**src/sv/cstr_pkg.sv**
```systemverilog
// shared types, constants and codes for the can transport segment/reassemble block
`default_nettype none
package cstr_pkg;

    localparam int REQ_BUF_DEPTH = 4096;
    localparam int ADDR_W        = $clog2(REQ_BUF_DEPTH);
    localparam int REQ_LIMIT     = (REQ_BUF_DEPTH < 4095) ? REQ_BUF_DEPTH : 4095;
    localparam int CFG_W         = 29;

    localparam logic [1:0] MODE_BYTE    = 2'd0;
    localparam logic [1:0] MODE_FRAME   = 2'd1;
    localparam logic [1:0] MODE_TXRDY   = 2'd2;
    localparam logic [1:0] MODE_TIMEOUT = 2'd3;

    localparam logic [1:0] KIND_FRAME   = 2'd0;
    localparam logic [1:0] KIND_PAYLOAD = 2'd1;
    localparam logic [1:0] KIND_STATUS  = 2'd2;

    localparam logic [2:0] ST_OK        = 3'd0;
    localparam logic [2:0] ST_TOO_LONG  = 3'd1;
    localparam logic [2:0] ST_BAD_FC    = 3'd2;
    localparam logic [2:0] ST_NO_RESP   = 3'd3;
    localparam logic [2:0] ST_UNDERSIZE = 3'd4;
    localparam logic [2:0] ST_SEQUENCE  = 3'd5;
    localparam logic [2:0] ST_UNKNOWN   = 3'd6;

    localparam logic [1:0] REG_TESTER_ID = 2'd0;
    localparam logic [1:0] REG_TARGET_ID = 2'd1;
    localparam logic [1:0] REG_SHORT_ACK = 2'd2;

    typedef struct packed {
        logic [1:0]  mode;
        logic [7:0]  data_byte;
        logic        last_byte;
        logic        expect_response;
        logic [28:0] rx_id;
        logic [63:0] rx_data;
    } t_in_item;

    typedef struct packed {
        logic [1:0]  kind;
        logic [28:0] tx_id;
        logic [3:0]  tx_dlc;
        logic [63:0] tx_data;
        logic [16:0] gap_us;
        logic [7:0]  payload_byte;
        logic        payload_end;
        logic [11:0] payload_length;
        logic [2:0]  status;
        logic        last;
    } t_out_item;

    typedef enum logic [2:0] {
        OP_STATUS = 3'd0,
        OP_SF     = 3'd1,
        OP_FF     = 3'd2,
        OP_CF     = 3'd3,
        OP_PAY    = 3'd4
    } t_op;

    // one job handed from the front to the back
    typedef struct packed {
        t_op         op;
        logic [2:0]  status;
        logic [11:0] len;
        logic [11:0] pos;
        logic [3:0]  seq;
        logic [2:0]  n;
        logic [16:0] gap;
        logic [63:0] data;
        logic [2:0]  first;
        logic        has_end;
        logic [2:0]  end_i;
        logic [11:0] plen;
        logic        ack;
        logic [3:0]  ack_dlc;
    } t_cmd;

    typedef struct packed {
        logic              we;
        logic [ADDR_W-1:0] addr;
        logic [7:0]        data;
    } t_wr;

endpackage
`default_nettype wire

```
**src/sv/cstr_front.sv**
```systemverilog
// front: protocol phase tracking, request loading and job classification
`default_nettype none
module cstr_front (
    input  wire logic             i_clk,
    input  wire logic             i_rst_n,
    input  wire logic             i_in_valid,
    output logic                  o_in_stall,
    input  wire cstr_pkg::t_in_item i_item,
    input  wire logic             i_busy,
    input  wire logic             i_q_full,
    input  wire logic [28:0]      i_target_id,
    input  wire logic             i_short_ack,
    output logic                  o_push,
    output cstr_pkg::t_cmd        o_cmd,
    output cstr_pkg::t_wr         o_wr
);
    import cstr_pkg::*;

    typedef enum logic [4:0] {
        PH_IDLE      = 5'b00001,
        PH_WAIT_FC   = 5'b00010,
        PH_SENDING   = 5'b00100,
        PH_WAIT_RESP = 5'b01000,
        PH_RECV_CF   = 5'b10000
    } t_phase;

    t_phase      r_phase, n_phase;
    logic [12:0] r_count, n_count;
    logic [11:0] r_pos, n_pos;
    logic [3:0]  r_txseq, n_txseq, r_rxseq, n_rxseq;
    logic [11:0] r_rem, n_rem, r_total, n_total;
    logic [16:0] r_sep, n_sep;
    logic        r_wants, n_wants;
    logic [7:0]  r_svc, n_svc, r_byte0, n_byte0;

    logic        acc;
    logic [12:0] cnt_new;
    logic [7:0]  b0, b1, b2, b3;
    logic [11:0] flen, srem;
    logic [2:0]  ncf;
    logic [11:0] pos_new;

    assign o_in_stall = i_q_full || (i_item.mode == MODE_BYTE && i_busy);
    assign acc = i_in_valid && !o_in_stall;
    assign b0 = i_item.rx_data[63:56];
    assign b1 = i_item.rx_data[55:48];
    assign b2 = i_item.rx_data[47:40];
    assign b3 = i_item.rx_data[39:32];
    assign flen = {b0[3:0], b1};
    assign srem = r_count[11:0] - r_pos;
    assign ncf = (srem > 12'd7) ? 3'd7 : srem[2:0];
    assign pos_new = r_pos + {9'd0, ncf};

    always_comb begin
        n_phase = r_phase;  n_count = r_count;  n_pos = r_pos;
        n_txseq = r_txseq;  n_rxseq = r_rxseq;  n_rem = r_rem;  n_total = r_total;
        n_sep = r_sep;  n_wants = r_wants;  n_svc = r_svc;  n_byte0 = r_byte0;
        o_push = 1'b0;
        o_cmd = '0;
        o_wr = '0;
        cnt_new = r_count;
        if (acc) begin
            unique case (i_item.mode)
                MODE_BYTE: begin
                    if (r_phase == PH_IDLE) begin
                        if (r_count < 13'(REQ_LIMIT)) begin
                            o_wr.we = 1'b1;
                            o_wr.addr = r_count[ADDR_W-1:0];
                            o_wr.data = i_item.data_byte;
                            cnt_new = r_count + 13'd1;
                            if (r_count == 13'd0) begin
                                n_byte0 = i_item.data_byte;
                            end
                        end else begin
                            cnt_new = 13'(REQ_LIMIT + 1);
                        end
                        n_count = cnt_new;
                        if (i_item.last_byte) begin
                            o_push = 1'b1;
                            if (cnt_new > 13'(REQ_LIMIT)) begin
                                o_cmd.op = OP_STATUS;
                                o_cmd.status = ST_TOO_LONG;
                                n_count = '0;  n_pos = '0;  n_phase = PH_IDLE;
                            end else begin
                                n_wants = i_item.expect_response;
                                n_svc = (r_count == 13'd0) ? i_item.data_byte : r_byte0;
                                o_cmd.len = cnt_new[11:0];
                                if (cnt_new < 13'd8) begin
                                    o_cmd.op = OP_SF;
                                    o_cmd.n = cnt_new[2:0];
                                    n_count = '0;  n_pos = '0;  n_rxseq = 4'd1;
                                    n_phase = i_item.expect_response ? PH_WAIT_RESP : PH_IDLE;
                                end else begin
                                    o_cmd.op = OP_FF;
                                    o_cmd.n = 3'd6;
                                    n_pos = 12'd6;
                                    n_txseq = 4'd1;
                                    n_phase = PH_WAIT_FC;
                                end
                            end
                        end
                    end
                end
                MODE_FRAME: begin
                    if (r_phase == PH_WAIT_FC && i_item.rx_id == i_target_id) begin
                        if ((b0 & 8'hf3) == 8'h31) begin
                            // wait frame: keep waiting
                        end else if ((b0 & 8'hf3) != 8'h30) begin
                            o_push = 1'b1;
                            o_cmd.op = OP_STATUS;
                            o_cmd.status = ST_BAD_FC;
                            n_count = '0;  n_pos = '0;  n_phase = PH_IDLE;
                        end else begin
                            if (b2 < 8'h80) begin
                                n_sep = {10'd0, b2[6:0]} * 17'd1000;
                            end else if (b2 > 8'hf0 && b2 < 8'hfa) begin
                                n_sep = {13'd0, b2[3:0]} * 17'd100;
                            end else begin
                                n_sep = '0;
                            end
                            n_phase = PH_SENDING;
                        end
                    end else if (r_phase == PH_WAIT_RESP) begin
                        if (i_item.rx_id != i_target_id) begin
                            o_push = 1'b1;
                            o_cmd.op = OP_STATUS;
                            o_cmd.status = ST_NO_RESP;
                            n_count = '0;  n_pos = '0;  n_phase = PH_IDLE;
                        end else if (b0 > 8'd0 && b0 < 8'd8) begin
                            // response pending replies are skipped
                            if (!(b0 > 8'd2 && b1 == 8'h7f && b2 == r_svc && b3 == 8'h78)) begin
                                o_push = 1'b1;
                                o_cmd.op = OP_PAY;
                                o_cmd.data = i_item.rx_data;
                                o_cmd.first = 3'd1;
                                o_cmd.n = b0[2:0];
                                o_cmd.has_end = 1'b1;
                                o_cmd.end_i = b0[2:0] - 3'd1;
                                o_cmd.plen = {4'd0, b0};
                                n_count = '0;  n_pos = '0;  n_phase = PH_IDLE;
                            end
                        end else if (b0[7:4] == 4'h1) begin
                            o_push = 1'b1;
                            if (flen <= 12'd6) begin
                                o_cmd.op = OP_STATUS;
                                o_cmd.status = ST_UNDERSIZE;
                                n_count = '0;  n_pos = '0;  n_phase = PH_IDLE;
                            end else begin
                                o_cmd.op = OP_PAY;
                                o_cmd.data = i_item.rx_data;
                                o_cmd.first = 3'd2;
                                o_cmd.n = 3'd6;
                                o_cmd.plen = flen;
                                o_cmd.ack = 1'b1;
                                o_cmd.ack_dlc = i_short_ack ? 4'd3 : 4'd8;
                                n_rem = flen - 12'd6;
                                n_total = flen;
                                n_rxseq = 4'd1;
                                n_phase = PH_RECV_CF;
                            end
                        end else begin
                            o_push = 1'b1;
                            o_cmd.op = OP_STATUS;
                            o_cmd.status = ST_UNKNOWN;
                            n_count = '0;  n_pos = '0;  n_phase = PH_IDLE;
                        end
                    end else if (r_phase == PH_RECV_CF && i_item.rx_id == i_target_id) begin
                        o_push = 1'b1;
                        if (b0 != {4'h2, r_rxseq}) begin
                            o_cmd.op = OP_STATUS;
                            o_cmd.status = ST_SEQUENCE;
                            n_count = '0;  n_pos = '0;  n_phase = PH_IDLE;
                        end else begin
                            o_cmd.op = OP_PAY;
                            o_cmd.data = i_item.rx_data;
                            o_cmd.first = 3'd1;
                            o_cmd.n = (r_rem > 12'd7) ? 3'd7 : r_rem[2:0];
                            o_cmd.has_end = (r_rem <= 12'd7);
                            o_cmd.end_i = r_rem[2:0] - 3'd1;
                            o_cmd.plen = r_total;
                            n_rem = r_rem - ((r_rem > 12'd7) ? 12'd7 : r_rem);
                            n_rxseq = r_rxseq + 4'd1;
                            if (r_rem <= 12'd7) begin
                                n_count = '0;  n_pos = '0;  n_phase = PH_IDLE;
                            end
                        end
                    end
                end
                MODE_TXRDY: begin
                    if (r_phase == PH_SENDING) begin
                        o_push = 1'b1;
                        o_cmd.op = OP_CF;
                        o_cmd.seq = r_txseq;
                        o_cmd.pos = r_pos;
                        o_cmd.n = ncf;
                        n_txseq = r_txseq + 4'd1;
                        n_pos = pos_new;
                        if (pos_new < r_count[11:0]) begin
                            o_cmd.gap = r_sep;
                        end else begin
                            n_count = '0;  n_pos = '0;  n_rxseq = 4'd1;
                            n_phase = r_wants ? PH_WAIT_RESP : PH_IDLE;
                        end
                    end
                end
                MODE_TIMEOUT: begin
                    if (r_phase == PH_WAIT_FC) begin
                        o_push = 1'b1;
                        o_cmd.op = OP_STATUS;
                        o_cmd.status = ST_BAD_FC;
                        n_count = '0;  n_pos = '0;  n_phase = PH_IDLE;
                    end else if (r_phase == PH_WAIT_RESP || r_phase == PH_RECV_CF) begin
                        o_push = 1'b1;
                        o_cmd.op = OP_STATUS;
                        o_cmd.status = ST_NO_RESP;
                        n_count = '0;  n_pos = '0;  n_phase = PH_IDLE;
                    end
                end
                default: ;
            endcase
        end
    end

    always_ff @(posedge i_clk) begin
        if (!i_rst_n) begin
            r_phase <= PH_IDLE;  r_count <= '0;  r_pos <= '0;
            r_txseq <= 4'd1;  r_rxseq <= 4'd1;  r_rem <= '0;  r_total <= '0;
            r_sep <= '0;  r_wants <= 1'b0;  r_svc <= '0;  r_byte0 <= '0;
        end else begin
            r_phase <= n_phase;  r_count <= n_count;  r_pos <= n_pos;
            r_txseq <= n_txseq;  r_rxseq <= n_rxseq;  r_rem <= n_rem;  r_total <= n_total;
            r_sep <= n_sep;  r_wants <= n_wants;  r_svc <= n_svc;  r_byte0 <= n_byte0;
        end
    end
endmodule
`default_nettype wire

```
**config.mk**
```make
export PLATFORM = sky130hd
export DESIGN_NAME = cstr_front
export DESIGN_NICKNAME = d
export VERILOG_FILES = /design/src/sv/cstr_pkg.sv /design/src/sv/cstr_front.sv
export SDC_FILE = /design/constraint.sdc
export NUM_CORES = 1
export LEC_CHECK = 0
export BUFFER_PORTS_ARGS = -buffer_cell sky130_fd_sc_hd__buf_4
export CAP_MARGIN = 30
export CORE_MARGIN = 3
export CORE_UTILIZATION = 30
export DETAILED_ROUTE_END_ITERATION = 7
export PLACE_DENSITY_LB_ADDON = 0.12
export SLEW_MARGIN = 10
export SYNTH_ARGS = -nofsm -noshare
export SYNTH_HDL_FRONTEND = slang
export SYNTH_SLANG_ARGS = --single-unit
export TNS_END_PERCENT = 10
```
**constraint.sdc**
```tcl
create_clock -name i_clk -period 16.7 [get_ports i_clk]
set_input_delay 2.505 -clock i_clk [delete_from_list [all_inputs] [get_ports i_clk]]
set_output_delay 2.505 -clock i_clk [all_outputs]
set_load 0.02 [all_outputs]
```
==> results of run 1 <==
-- cell type report --
cell class              instances  area (sq um)  area share
flip-flops and latches         94          1880       0.152
clock buffers                  10           239      0.0193
repair buffers                305          2300       0.186
inverters                      69           259      0.0209
multi-input cells            1045          7120       0.575
well taps                     396           495      0.0400
clock inverters                 6          92.6     0.00747
diodes                          2          5.00    0.000404
-- state kept, by name, indices dropped and copies added, names as in the netlist --
| register | flops |
|---|---|
| r_rem | 12 |
| r_rxseq | 4 |
| r_total | 12 |
| r_wants | 1 |
| r_phase | 5 |
| r_count | 13 |
| r_txseq | 4 |
| r_sep | 15 |
| r_svc | 8 |
| r_byte0 | 8 |
| r_pos | 12 |
-- power by group through the flow --
stage	sequential, W	clock, W	combinational, W
after detailed placement	0.000232	0	0.000229
final	0.000226	0.000239	0.000229
after global routing	0.000226	0.000255	0.000261
after floorplan	0.000231	0	0.000157
after CTS	0.000226	0.000247	0.000231
after global placement	0.000232	0	0.000228
-- routing by layer --
layer  track usage  part of all wire
met1         0.283              0.46
met2         0.331              0.47
met3        0.0351             0.049
met4        0.0538             0.019
met5             0                 0
-- cells by family (layout without fill, tap and decap cells) --
kind of cell               count (synthesis)  count (layout)  share of synthesized area
adders and majority gates                 97              97                      0.144
DFF                                       94              94                      0.197
xor gates and xnor gates                  82              82                     0.0753
AOI/OAI and AO/OA                        275             275                      0.186
muxes                                     26              26                     0.0273
and+or+nand+nor                          559             559                      0.308
buffers and inverters                    146             390                     0.0611
other                                      1               8                   0.000393
-- cells in the final DEF, fill, tap and decap left out, drive strengths merged, types with 41 or more instances in the layout --
cell type	count
o21ai	52
buf	305
ha	76
nand3	41
nor2	106
dfxtp	94
nor3	47
xor2	49
nand2	125
and2	103
a21oi	90
inv	70
-- metrics by stage --
step | hold slack (ns) | std cells | instance area (sq um)
2_1_floorplan | 0.427 | 1285 | 9550
3_3_place_gp | 0.438 | 1907 | 12000
3_5_place_dp | 0.444 | 1909 | 12100
4_1_cts | 0.455 | 1925 | 12400
5_1_grt | 0.472 | 1926 | 12400
6_report | 0.453 | 1927 | 12400
-- worst max-delay path by stage --
stage                     depth (start not counted)    endpoint  startpoint  slack, ns
after global routing                             25   o_cmd[92]  r_count[0]       6.38
after CTS                                        25   o_cmd[98]  r_count[0]       6.90
after detailed placement                         25   o_cmd[98]  r_count[0]       7.31
after floorplan                                  26  o_cmd[100]  r_count[0]       7.94
after global placement                           25   o_cmd[90]  r_count[0]       7.44
final                                            25   o_cmd[98]  r_count[0]       6.82
-- worst max-delay path: stages, from the launching register on --
cell and delay (ns):
dfxtp_1 0.58, inv_1 0.18, ha_1 0.27, inv_1 0.07, fa_1 0.20, a21o_1 0.14
nor2b_1 0.28, o2111ai_1 0.23, and2_1 0.22, o311ai_0 0.64, nand3_1 0.28, or2_2 0.39
ha_1 0.29, nand2_1 0.05, o31a_1 0.39, nor2_1 0.25, xnor2_1 0.16, ha_1 0.27
a21o_1 0.18, a21o_1 0.17, a2111oi_0 0.46, o21ai_0 0.28, a2111oi_2 0.43, buf_4 0.29
and2_1 0.15, buf_4 0.14
-- Yosys cell counts, types with 5 or more instances --
cell type | count | area share
nand4_1 | 22 | 0.014
a221oi_1 | 8 | 0.0073
xor2_1 | 49 | 0.045
clkbuf_1 | 64 | 0.025
o21ai_0 | 51 | 0.027
mux2i_1 | 26 | 0.027
nor2b_1 | 11 | 0.0072
buf_4 | 9 | 0.0071
ha_1 | 76 | 0.10
o31ai_1 | 6 | 0.0047
xnor2_1 | 33 | 0.030
or4_1 | 5 | 0.0039
nand3b_1 | 13 | 0.010
and2_1 | 103 | 0.068
a31oi_1 | 15 | 0.0098
nor2_1 | 106 | 0.042
and3_1 | 13 | 0.0085
o2111ai_1 | 5 | 0.0046
a211oi_1 | 20 | 0.016
nand3_1 | 41 | 0.022
o211ai_1 | 9 | 0.0071
fa_1 | 21 | 0.044
nand2_1 | 125 | 0.049
o21a_1 | 7 | 0.0055
or3_1 | 10 | 0.0066
a21o_1 | 13 | 0.010
inv_1 | 68 | 0.027
nor3_1 | 45 | 0.024
a21oi_1 | 90 | 0.047
dfxtp_1 | 94 | 0.20
nor4_1 | 20 | 0.013
nand2b_1 | 12 | 0.0079
==> qor.yml, run 1 <==
synth:
  yosysWarnings: 0
  synth-edff-count: 0
  synth_ff_type: "dfxtp_1"
  ys_ff_latch: 94
  synth.avg_cell_area_sq_um: 7.45
  async_flop_share: 0
  netlist_area_sq_um: 9540
  syn_inst: 1280
  yosysSeqAreaShare: 0.197
  synth.distinct_cells: 76
pwr:
  power.density_nw_per_um2: 56.1
  p_leak_nw: 5.34
  p_seq_frac: 0.326
  ir_drop_mv: 0.0517
  combinationalPowerShare: 0.330
  power_w: 0.000695
  p_switching_w: 0.000229
  pwr-share-clk: 0.344
  power.share.switching: 0.330
  power.internal_w: 0.000465
floorplan:
  die_h_microns: 184
  placementRows: 64
  initial_utilization: 0.308
  die-area_sq_um: 34000
  ios: 305
  core_area_sq_um: 31000
  die_w_microns: 184
global_route:
  grt_overflow: 0
  grt_max_degree: 71
  grt_pass1_wl_microns: 55500
  globalRouteTotalUtil: 0.205
  grt_pass1_vias: 9934
  antenna_found_initial: 1
run_status:
  status: "finished, final reports clean"
clock_tree:
  post_cts_buffers: 0
  ctsHoldBuffers: 0
  cts_buffers: 9
  clkSinkCount: 94
  cts_tree: "done"
  htreeDepth: 3
  root_buffer: "clkbuf_16"
  clkLatencyLatePin_ns: 0.36
  cts_buffer_depth: 2
  cts_resized: 0
  path_clk_slew_ns: 0.07
route:
  drcViolationCount: 0
  drt_wl_total_microns: 36000
  drt_iter0_markers: 745
  wl_per_cell_microns: 18.7
  final_antenna_net_count: 0
  vias: 10212
  first_pass_iters: 7
  viasPerCell: 5.30
sta:
  max_freq_mhz: 101
  drv_slew: 0
  layout_min_cycle_time_ns: 9.88
  setup_violations: 0
  skew_ns: 0.00623
  fin_tns_setup_ns: 0
  slew_headroom: 0.306
  hold_viol_final: 0
  finalWorstSetupSlack_ns: 6.82
  rsz0062_at_grt: "false"
  fin_crit_sh: 0.591
  tightest_slew_ns: 1.04
setup_path:
  endpoint_kind: "primary output"
  crit_arrival_ns: 7.37
  worst-path-max-fanout: 15
  rrSetupSlack_ns: 8.40
  r2r_start: "r_count[0]"
  cp.required_ns: 14.20
  r2r_end: "r_count[7]"
  r2r_cells: 26
  critPathLaunchType: "register"
  path_class: "register to primary output"
place:
  hpwl_microns: 28100
  place_worst_setup_slack_ns: 7.31
  portBuffers: 298
  routabilityCongestion: 0.915
run:
  drv_cap: 0
worst_hold_path:
  whs_path_depth: 2
  hp-start: "r_sep[2]"
  holdPathEnd: "r_sep[2]"
  hp-class: "register to register"
finish:
  final_util: 0.400
  fillCellCount: 3260
  layout.nets: 1761
  area.growth.synth_to_final_pct: 30.0
  drive_above_1_share: 0.222
Power figures use the tool's default switching activity.
==> inputs of run 2 (changes only) <==
clock period = 8.2 ns   (was 16.7 ns; I/O delays follow)
==> qor.yml, run 2 (same netlist as run 1, synthesis figures left out) <==
floorplan:
  placementRows: 64
  initial_utilization: 0.308
  core_area_sq_um: 31000
  die_w_microns: 184
  die_h_microns: 184
  die-area_sq_um: 34000
  ios: 305
finish:
  largest_reg_flops: 15
  drive_above_1_share: 0.228
  top_regs: "r_sep x15, r_count x13"
  top_register: "r_sep"
  layout_commonest_cell: "buf_4"
  layout.nets: 1769
  area.growth.synth_to_final_pct: 30.5
  final_util: 0.401
  fillCellCount: 3209
  final_cell_mix: "312 x buf_4, 125 x nand2_1, 106 x nor2_1, 103 x and2_1, 93 x dfxtp_1"
pwr:
  p_leak_nw: 5.37
  p_switching_w: 0.000467
  p_seq_frac: 0.340
  power.density_nw_per_um2: 109
  power.internal_w: 0.000888
  power.share.switching: 0.345
  ir_drop_mv: 0.104
  combinationalPowerShare: 0.348
  pwr-share-clk: 0.312
route:
  viasPerCell: 5.28
  final_antenna_net_count: 0
  vias: 10215
  first_pass_iters: 7
  drt_wl_total_microns: 36300
  drt_iter0_markers: 826
  drcViolationCount: 0
  wl_per_cell_microns: 18.8
worst_hold_path:
  holdPathEnd: "r_total[11]"
  hp-class: "register to register"
  hp-start: "r_total[11]"
  whs_path_depth: 2
clock_tree:
  post_cts_buffers: 0
  cts_buffers: 9
  clkSinkCount: 94
  cts_tree: "done"
  htreeDepth: 3
  cts_buffer_depth: 2
  path_clk_slew_ns: 0.07
  clkLatencyLatePin_ns: 0.36
  root_buffer: "clkbuf_16"
global_route:
  grt_pass1_vias: 9885
  grt_pass1_wl_microns: 55900
  antenna_found_initial: 2
  grt_overflow: 0
  grt_max_degree: 50
  globalRouteTotalUtil: 0.207
sta:
  tightest_slew_ns: 0.994
  slew_headroom: 0.337
  finalWorstSetupSlack_ns: 0.463
  hold_slack_ns: 0.455
  fin_crit_sh: 0.943
  max_freq_mhz: 129
  hold_viol_final: 0
  setup_violations: 0
  fin_tns_setup_ns: 0
  layout_min_cycle_time_ns: 7.74
  rsz0062_at_grt: "false"
  drv_slew: 0
  skew_ns: 0.0163
place:
  hpwl_microns: 28600
  routabilityCongestion: 0.917
  portBuffers: 298
  place_worst_setup_slack_ns: 0.474
setup_path:
  critPathLaunchType: "register"
  path_class: "register to primary output"
  endpoint_kind: "primary output"
  r2r_cells: 28
  rrSetupSlack_ns: 1.33
  r2r_end: "r_count[7]"
  cp.required_ns: 6.97
  crit_arrival_ns: 6.51
  worst-path-max-fanout: 15
  r2r_start: "r_count[0]"
run_status:
  status: "finished, final reports clean"
run:
  drv_cap: 0
run 2: changes by cell type in the layout (fill, tap and decap cells not counted), sizes merged:
cell / delta
bufinv: -2
buf: +8
clkinvlp: +1
inv: -1
clkinv: +2
run 2: what timing repair did:
action / in CTS / in global routing
setup endpoints to repair: 0 / 15
resized for setup: 0 / 7
hold buffers: 0 / 0
run 2: worst max-delay path by stage:
stage	from	endpoint	slack, ns
after global placement	r_count[0]	o_cmd[91]	0.64
after detailed placement	r_count[0]	o_cmd[95]	0.47
after floorplan	r_count[0]	o_cmd[100]	0.72
final	r_count[0]	o_cmd[95]	0.46
after global routing	r_count[0]	o_cmd[95]	0.06
after CTS	r_count[0]	o_cmd[95]	0.06
run 2: layer usage:
metal | share of wire | global-route usage
met5 | 0 | 0
met4 | 0.022 | 0.0556
met3 | 0.052 | 0.0318
met2 | 0.47 | 0.335
met1 | 0.46 | 0.288
run 2: worst max-delay path: stages (launching register included):
cell	delay, ns
dfxtp_2	0.38
inv_1	0.15
ha_1	0.20
inv_1	0.06
fa_1	0.40
a21o_1	0.19
nor2b_1	0.18
a2111o_1	0.29
a311o_1	0.35
nor4b_4	0.30
nand3_1	0.21
or2_2	0.36
ha_1	0.28
nand2_1	0.05
o31a_1	0.26
nor2_1	0.18
xnor2_1	0.14
ha_1	0.26
a21o_1	0.18
a21o_1	0.18
a2111oi_2	0.36
o21ai_1	0.19
a2111oi_2	0.39
buf_4	0.28
and2_1	0.17
buf_4	0.14
run 2: metrics by stage:
stage          instances  area, sq um  power [W]
3_3_place_gp        1916        12100   0.000939
4_1_cts             1933        12400    0.00137
6_report            1935        12400    0.00135
5_1_grt             1934        12400    0.00145
2_1_floorplan       1285         9550   0.000790
3_5_place_dp        1917        12100   0.000939
run 2: layout make-up:
cell class,instances,area (sq um),share of cell area
Clock buffer,10,239,0.0192
Clock inverter,6,46.3,0.00372
Tap cell,396,495,0.0398
Inverter,69,259,0.0208
Antenna cell,2,5.00,0.000402
Timing Repair Buffer,313,2370,0.190
Multi-Input combinational cell,1045,7140,0.574
Sequential cell,94,1880,0.151
run 2: power by group through the flow:
stage | Sequential (W) | Combinational [W] | Clock, W
final | 0.000461 | 0.000472 | 0.000423
after global routing | 0.000461 | 0.000537 | 0.000454
after CTS | 0.000461 | 0.000473 | 0.000436
after detailed placement | 0.000472 | 0.000467 | 0
after global placement | 0.000472 | 0.000467 | 0
after floorplan | 0.000471 | 0.000319 | 0
==> inputs of run 3 (changes only) <==
==> constraint.sdc (replaced) <==
create_clock -name i_clk -period 8.2 [get_ports i_clk]
set_input_delay 1.23 -clock i_clk [delete_from_list [all_inputs] [get_ports i_clk]]
set_output_delay 1.23 -clock i_clk [all_outputs]
set_load 0.1 [all_outputs]
==> qor.yml, run 3 (same netlist as run 1, synthesis figures left out) <==
floorplan:
  core_area_sq_um: 31000
  die_h_microns: 184
  initial_utilization: 0.308
  die-area_sq_um: 34000
  ios: 305
  placementRows: 64
  die_w_microns: 184
setup_path:
  r2r_cells: 26
  r2r_start: "r_pos[4]"
  path_class: "register to primary output"
  critPathLaunchType: "register"
  critPathBufInv: 4
  r2r_end: "r_count[7]"
  endpoint_kind: "primary output"
  critPathTopFamily: "compound AO/OA/AOI/OAI gates"
  cpMostUsedCell: "a21o_1"
  worst-path-max-fanout: 7
  cpPeakStageDelay_ns: 0.45
  cp.required_ns: 6.97
  slowest_stage: "dfxtp_1"
  rrSetupSlack_ns: 1.36
  path_cells: "inv_1 -> ha_1 -> a21o_1 -> a21o_1 -> a2111o_1 -> a311o_1 -> nor4b_4 -> nand3_2 -> or2_2 -> ha_1 -> nand2_1 -> o31a_1 -> nor2_1 -> xnor2_1 -> ha_1 -> a21o_1 -> a21o_1 -> a2111oi_2 -> o21ai_2 -> a2111oi_4 -> buf_4 -> clkdlybuf4s18_2 -> and2_1 -> buf_6"
  crit_arrival_ns: 6.63
sta:
  tightest_slew_ns: 0.946
  rsz0062_at_grt: "false"
  drv_slew: 0
  setup_violations: 0
  skew_ns: 0.0178
  hold_viol_final: 0
  max_freq_mhz: 127
  layout_min_cycle_time_ns: 7.86
  fin_crit_sh: 0.958
  finalWorstSetupSlack_ns: 0.343
  slew_headroom: 0.369
  fin_tns_setup_ns: 0
route:
  drcViolationCount: 0
  final_antenna_net_count: 0
  drt_wl_total_microns: 36800
  viasPerCell: 5.31
  vias: 10294
  drt_iter0_markers: 670
  wl_per_cell_microns: 19.0
  first_pass_iters: 6
pwr:
  p_leak_nw: 5.41
  p_seq_frac: 0.332
  power.share.switching: 0.352
  power.internal_w: 0.000901
  p_switching_w: 0.000489
  ir_drop_mv: 0.0878
  pwr-share-clk: 0.313
  power.density_nw_per_um2: 111
  combinationalPowerShare: 0.356
finish:
  area.growth.synth_to_final_pct: 31.3
  layout_commonest_cell: "buf_4"
  layout.nets: 1772
  largest_reg_flops: 15
  top_register: "r_sep"
  final_cell_mix: "307 x buf_4, 125 x nand2_1, 106 x nor2_1, 103 x and2_1, 93 x dfxtp_1"
  drive_above_1_share: 0.232
  top_regs: "r_sep x15, r_count x13"
place:
  routabilityCongestion: 0.901
  place_worst_setup_slack_ns: 0.167
  portBuffers: 298
  hpwl_microns: 28600
worst_hold_path:
  holdPathEnd: "r_sep[2]"
  hp-start: "r_sep[2]"
  hp-class: "register to register"
  whs_path_depth: 2
clock_tree:
  htreeDepth: 3
  clkSinkCount: 94
  cts_tree: "done"
  root_buffer: "clkbuf_16"
  cts_buffers: 9
  cts_buffer_depth: 2
  clkLatencyLatePin_ns: 0.36
  ctsHoldBuffers: 0
  path_clk_slew_ns: 0.08
global_route:
  antenna_found_initial: 2
  grt_pass1_wl_microns: 55700
  globalRouteTotalUtil: 0.206
  grt_max_degree: 57
  grt_overflow: 0
  grt_pass1_vias: 9816
run:
  drv_cap: 0
run_status:
  status: "finished, final reports clean"
==> run 3: layer usage <==
metal,GRT usage,part of all wire,vias to the layer above
li1,-,-,5033
met2,0.332,0.47,301
met5,0,0,-
met3,0.0284,0.053,39
met1,0.289,0.46,4921
met4,0.0562,0.020,0
==> run 3: worst max path at each step <==
stage               start    endpoint  slack, ns  depth (start not counted)
2_1_floorplan  r_count[0]  o_cmd[100]       0.19                         26
3_3_place_gp   r_count[0]   o_cmd[96]       0.48                         25
3_5_place_dp   r_count[0]  o_cmd[103]       0.17                         25
4_1_cts        r_count[0]  o_cmd[103]       0.04                         25
5_1_grt        r_count[0]   o_cmd[93]      0.006                         26
6_report         r_pos[4]  o_cmd[104]       0.34                         24
==> run 3: power groups by stage <==
stage	clock (W)	combinational (W)	sequential, W
CTS	0.000449	0.000494	0.000461
floorplan	0	0.000337	0.000471
detailed placement	0	0.000487	0.000472
finish	0.000435	0.000494	0.000461
global placement	0	0.000484	0.000472
global route	0.000467	0.000558	0.000461
==> run 3: metrics by stage <==
stage / hold slack (ns) / total power [W] / instance area, sq um / instances / util
after floorplan: 0.427 / 0.000808 / 9550 / 1285 / -
after global placement: 0.442 / 0.000956 / 12100 / 1916 / 0.390
after detailed placement: 0.444 / 0.000959 / 12100 / 1917 / 0.391
after CTS: 0.457 / 0.00140 / 12400 / 1933 / 0.401
after global routing: 0.476 / 0.00149 / 12500 / 1938 / 0.404
final: 0.456 / 0.00139 / 12500 / 1938 / 0.404
==> run 3: area by class of cell <==
| class | instances | area, sq um |
|---|---|---|
| repair buffers | 316 | 2420 |
| inverters | 69 | 259 |
| fillers | 3246 | 18500 |
| well taps | 396 | 495 |
| multi-input cells | 1045 | 7170 |
| flip-flops and latches | 94 | 1880 |
| diodes | 2 | 5.00 |
| clock inverters | 5 | 40.0 |
| clock buffers | 11 | 253 |
==> run 3: worst reg2reg max path, stage by stage, from the launching register on <==
cell and delay, ns:
dfxtp_1 0.45, inv_1 0.13, ha_1 0.38, a21o_1 0.22
a21o_1 0.23, a2111o_1 0.40, a311o_1 0.36, nor4b_4 0.35
nand3_2 0.16, or2_2 0.34, ha_1 0.28, nand2_1 0.05
o31a_1 0.28, nor2_1 0.18, xnor2_1 0.14, ha_1 0.26
a21o_1 0.18, a21o_1 0.19, a2111oi_2 0.43, o21ai_2 0.14
or3_1 0.33, a31oi_1 0.19, buf_4 0.21, or2_0 0.12
buf_4 0.17, o21ai_1 0.23, o21ai_0 0.33
==> run 3: timing repair <==
item | CTS | global route
pin swaps | 0 | 3
setup endpoints to repair | 15 | 15
resized for setup | 4 | 16
cloned | 0 | 1
buffers inserted | 0 | 2
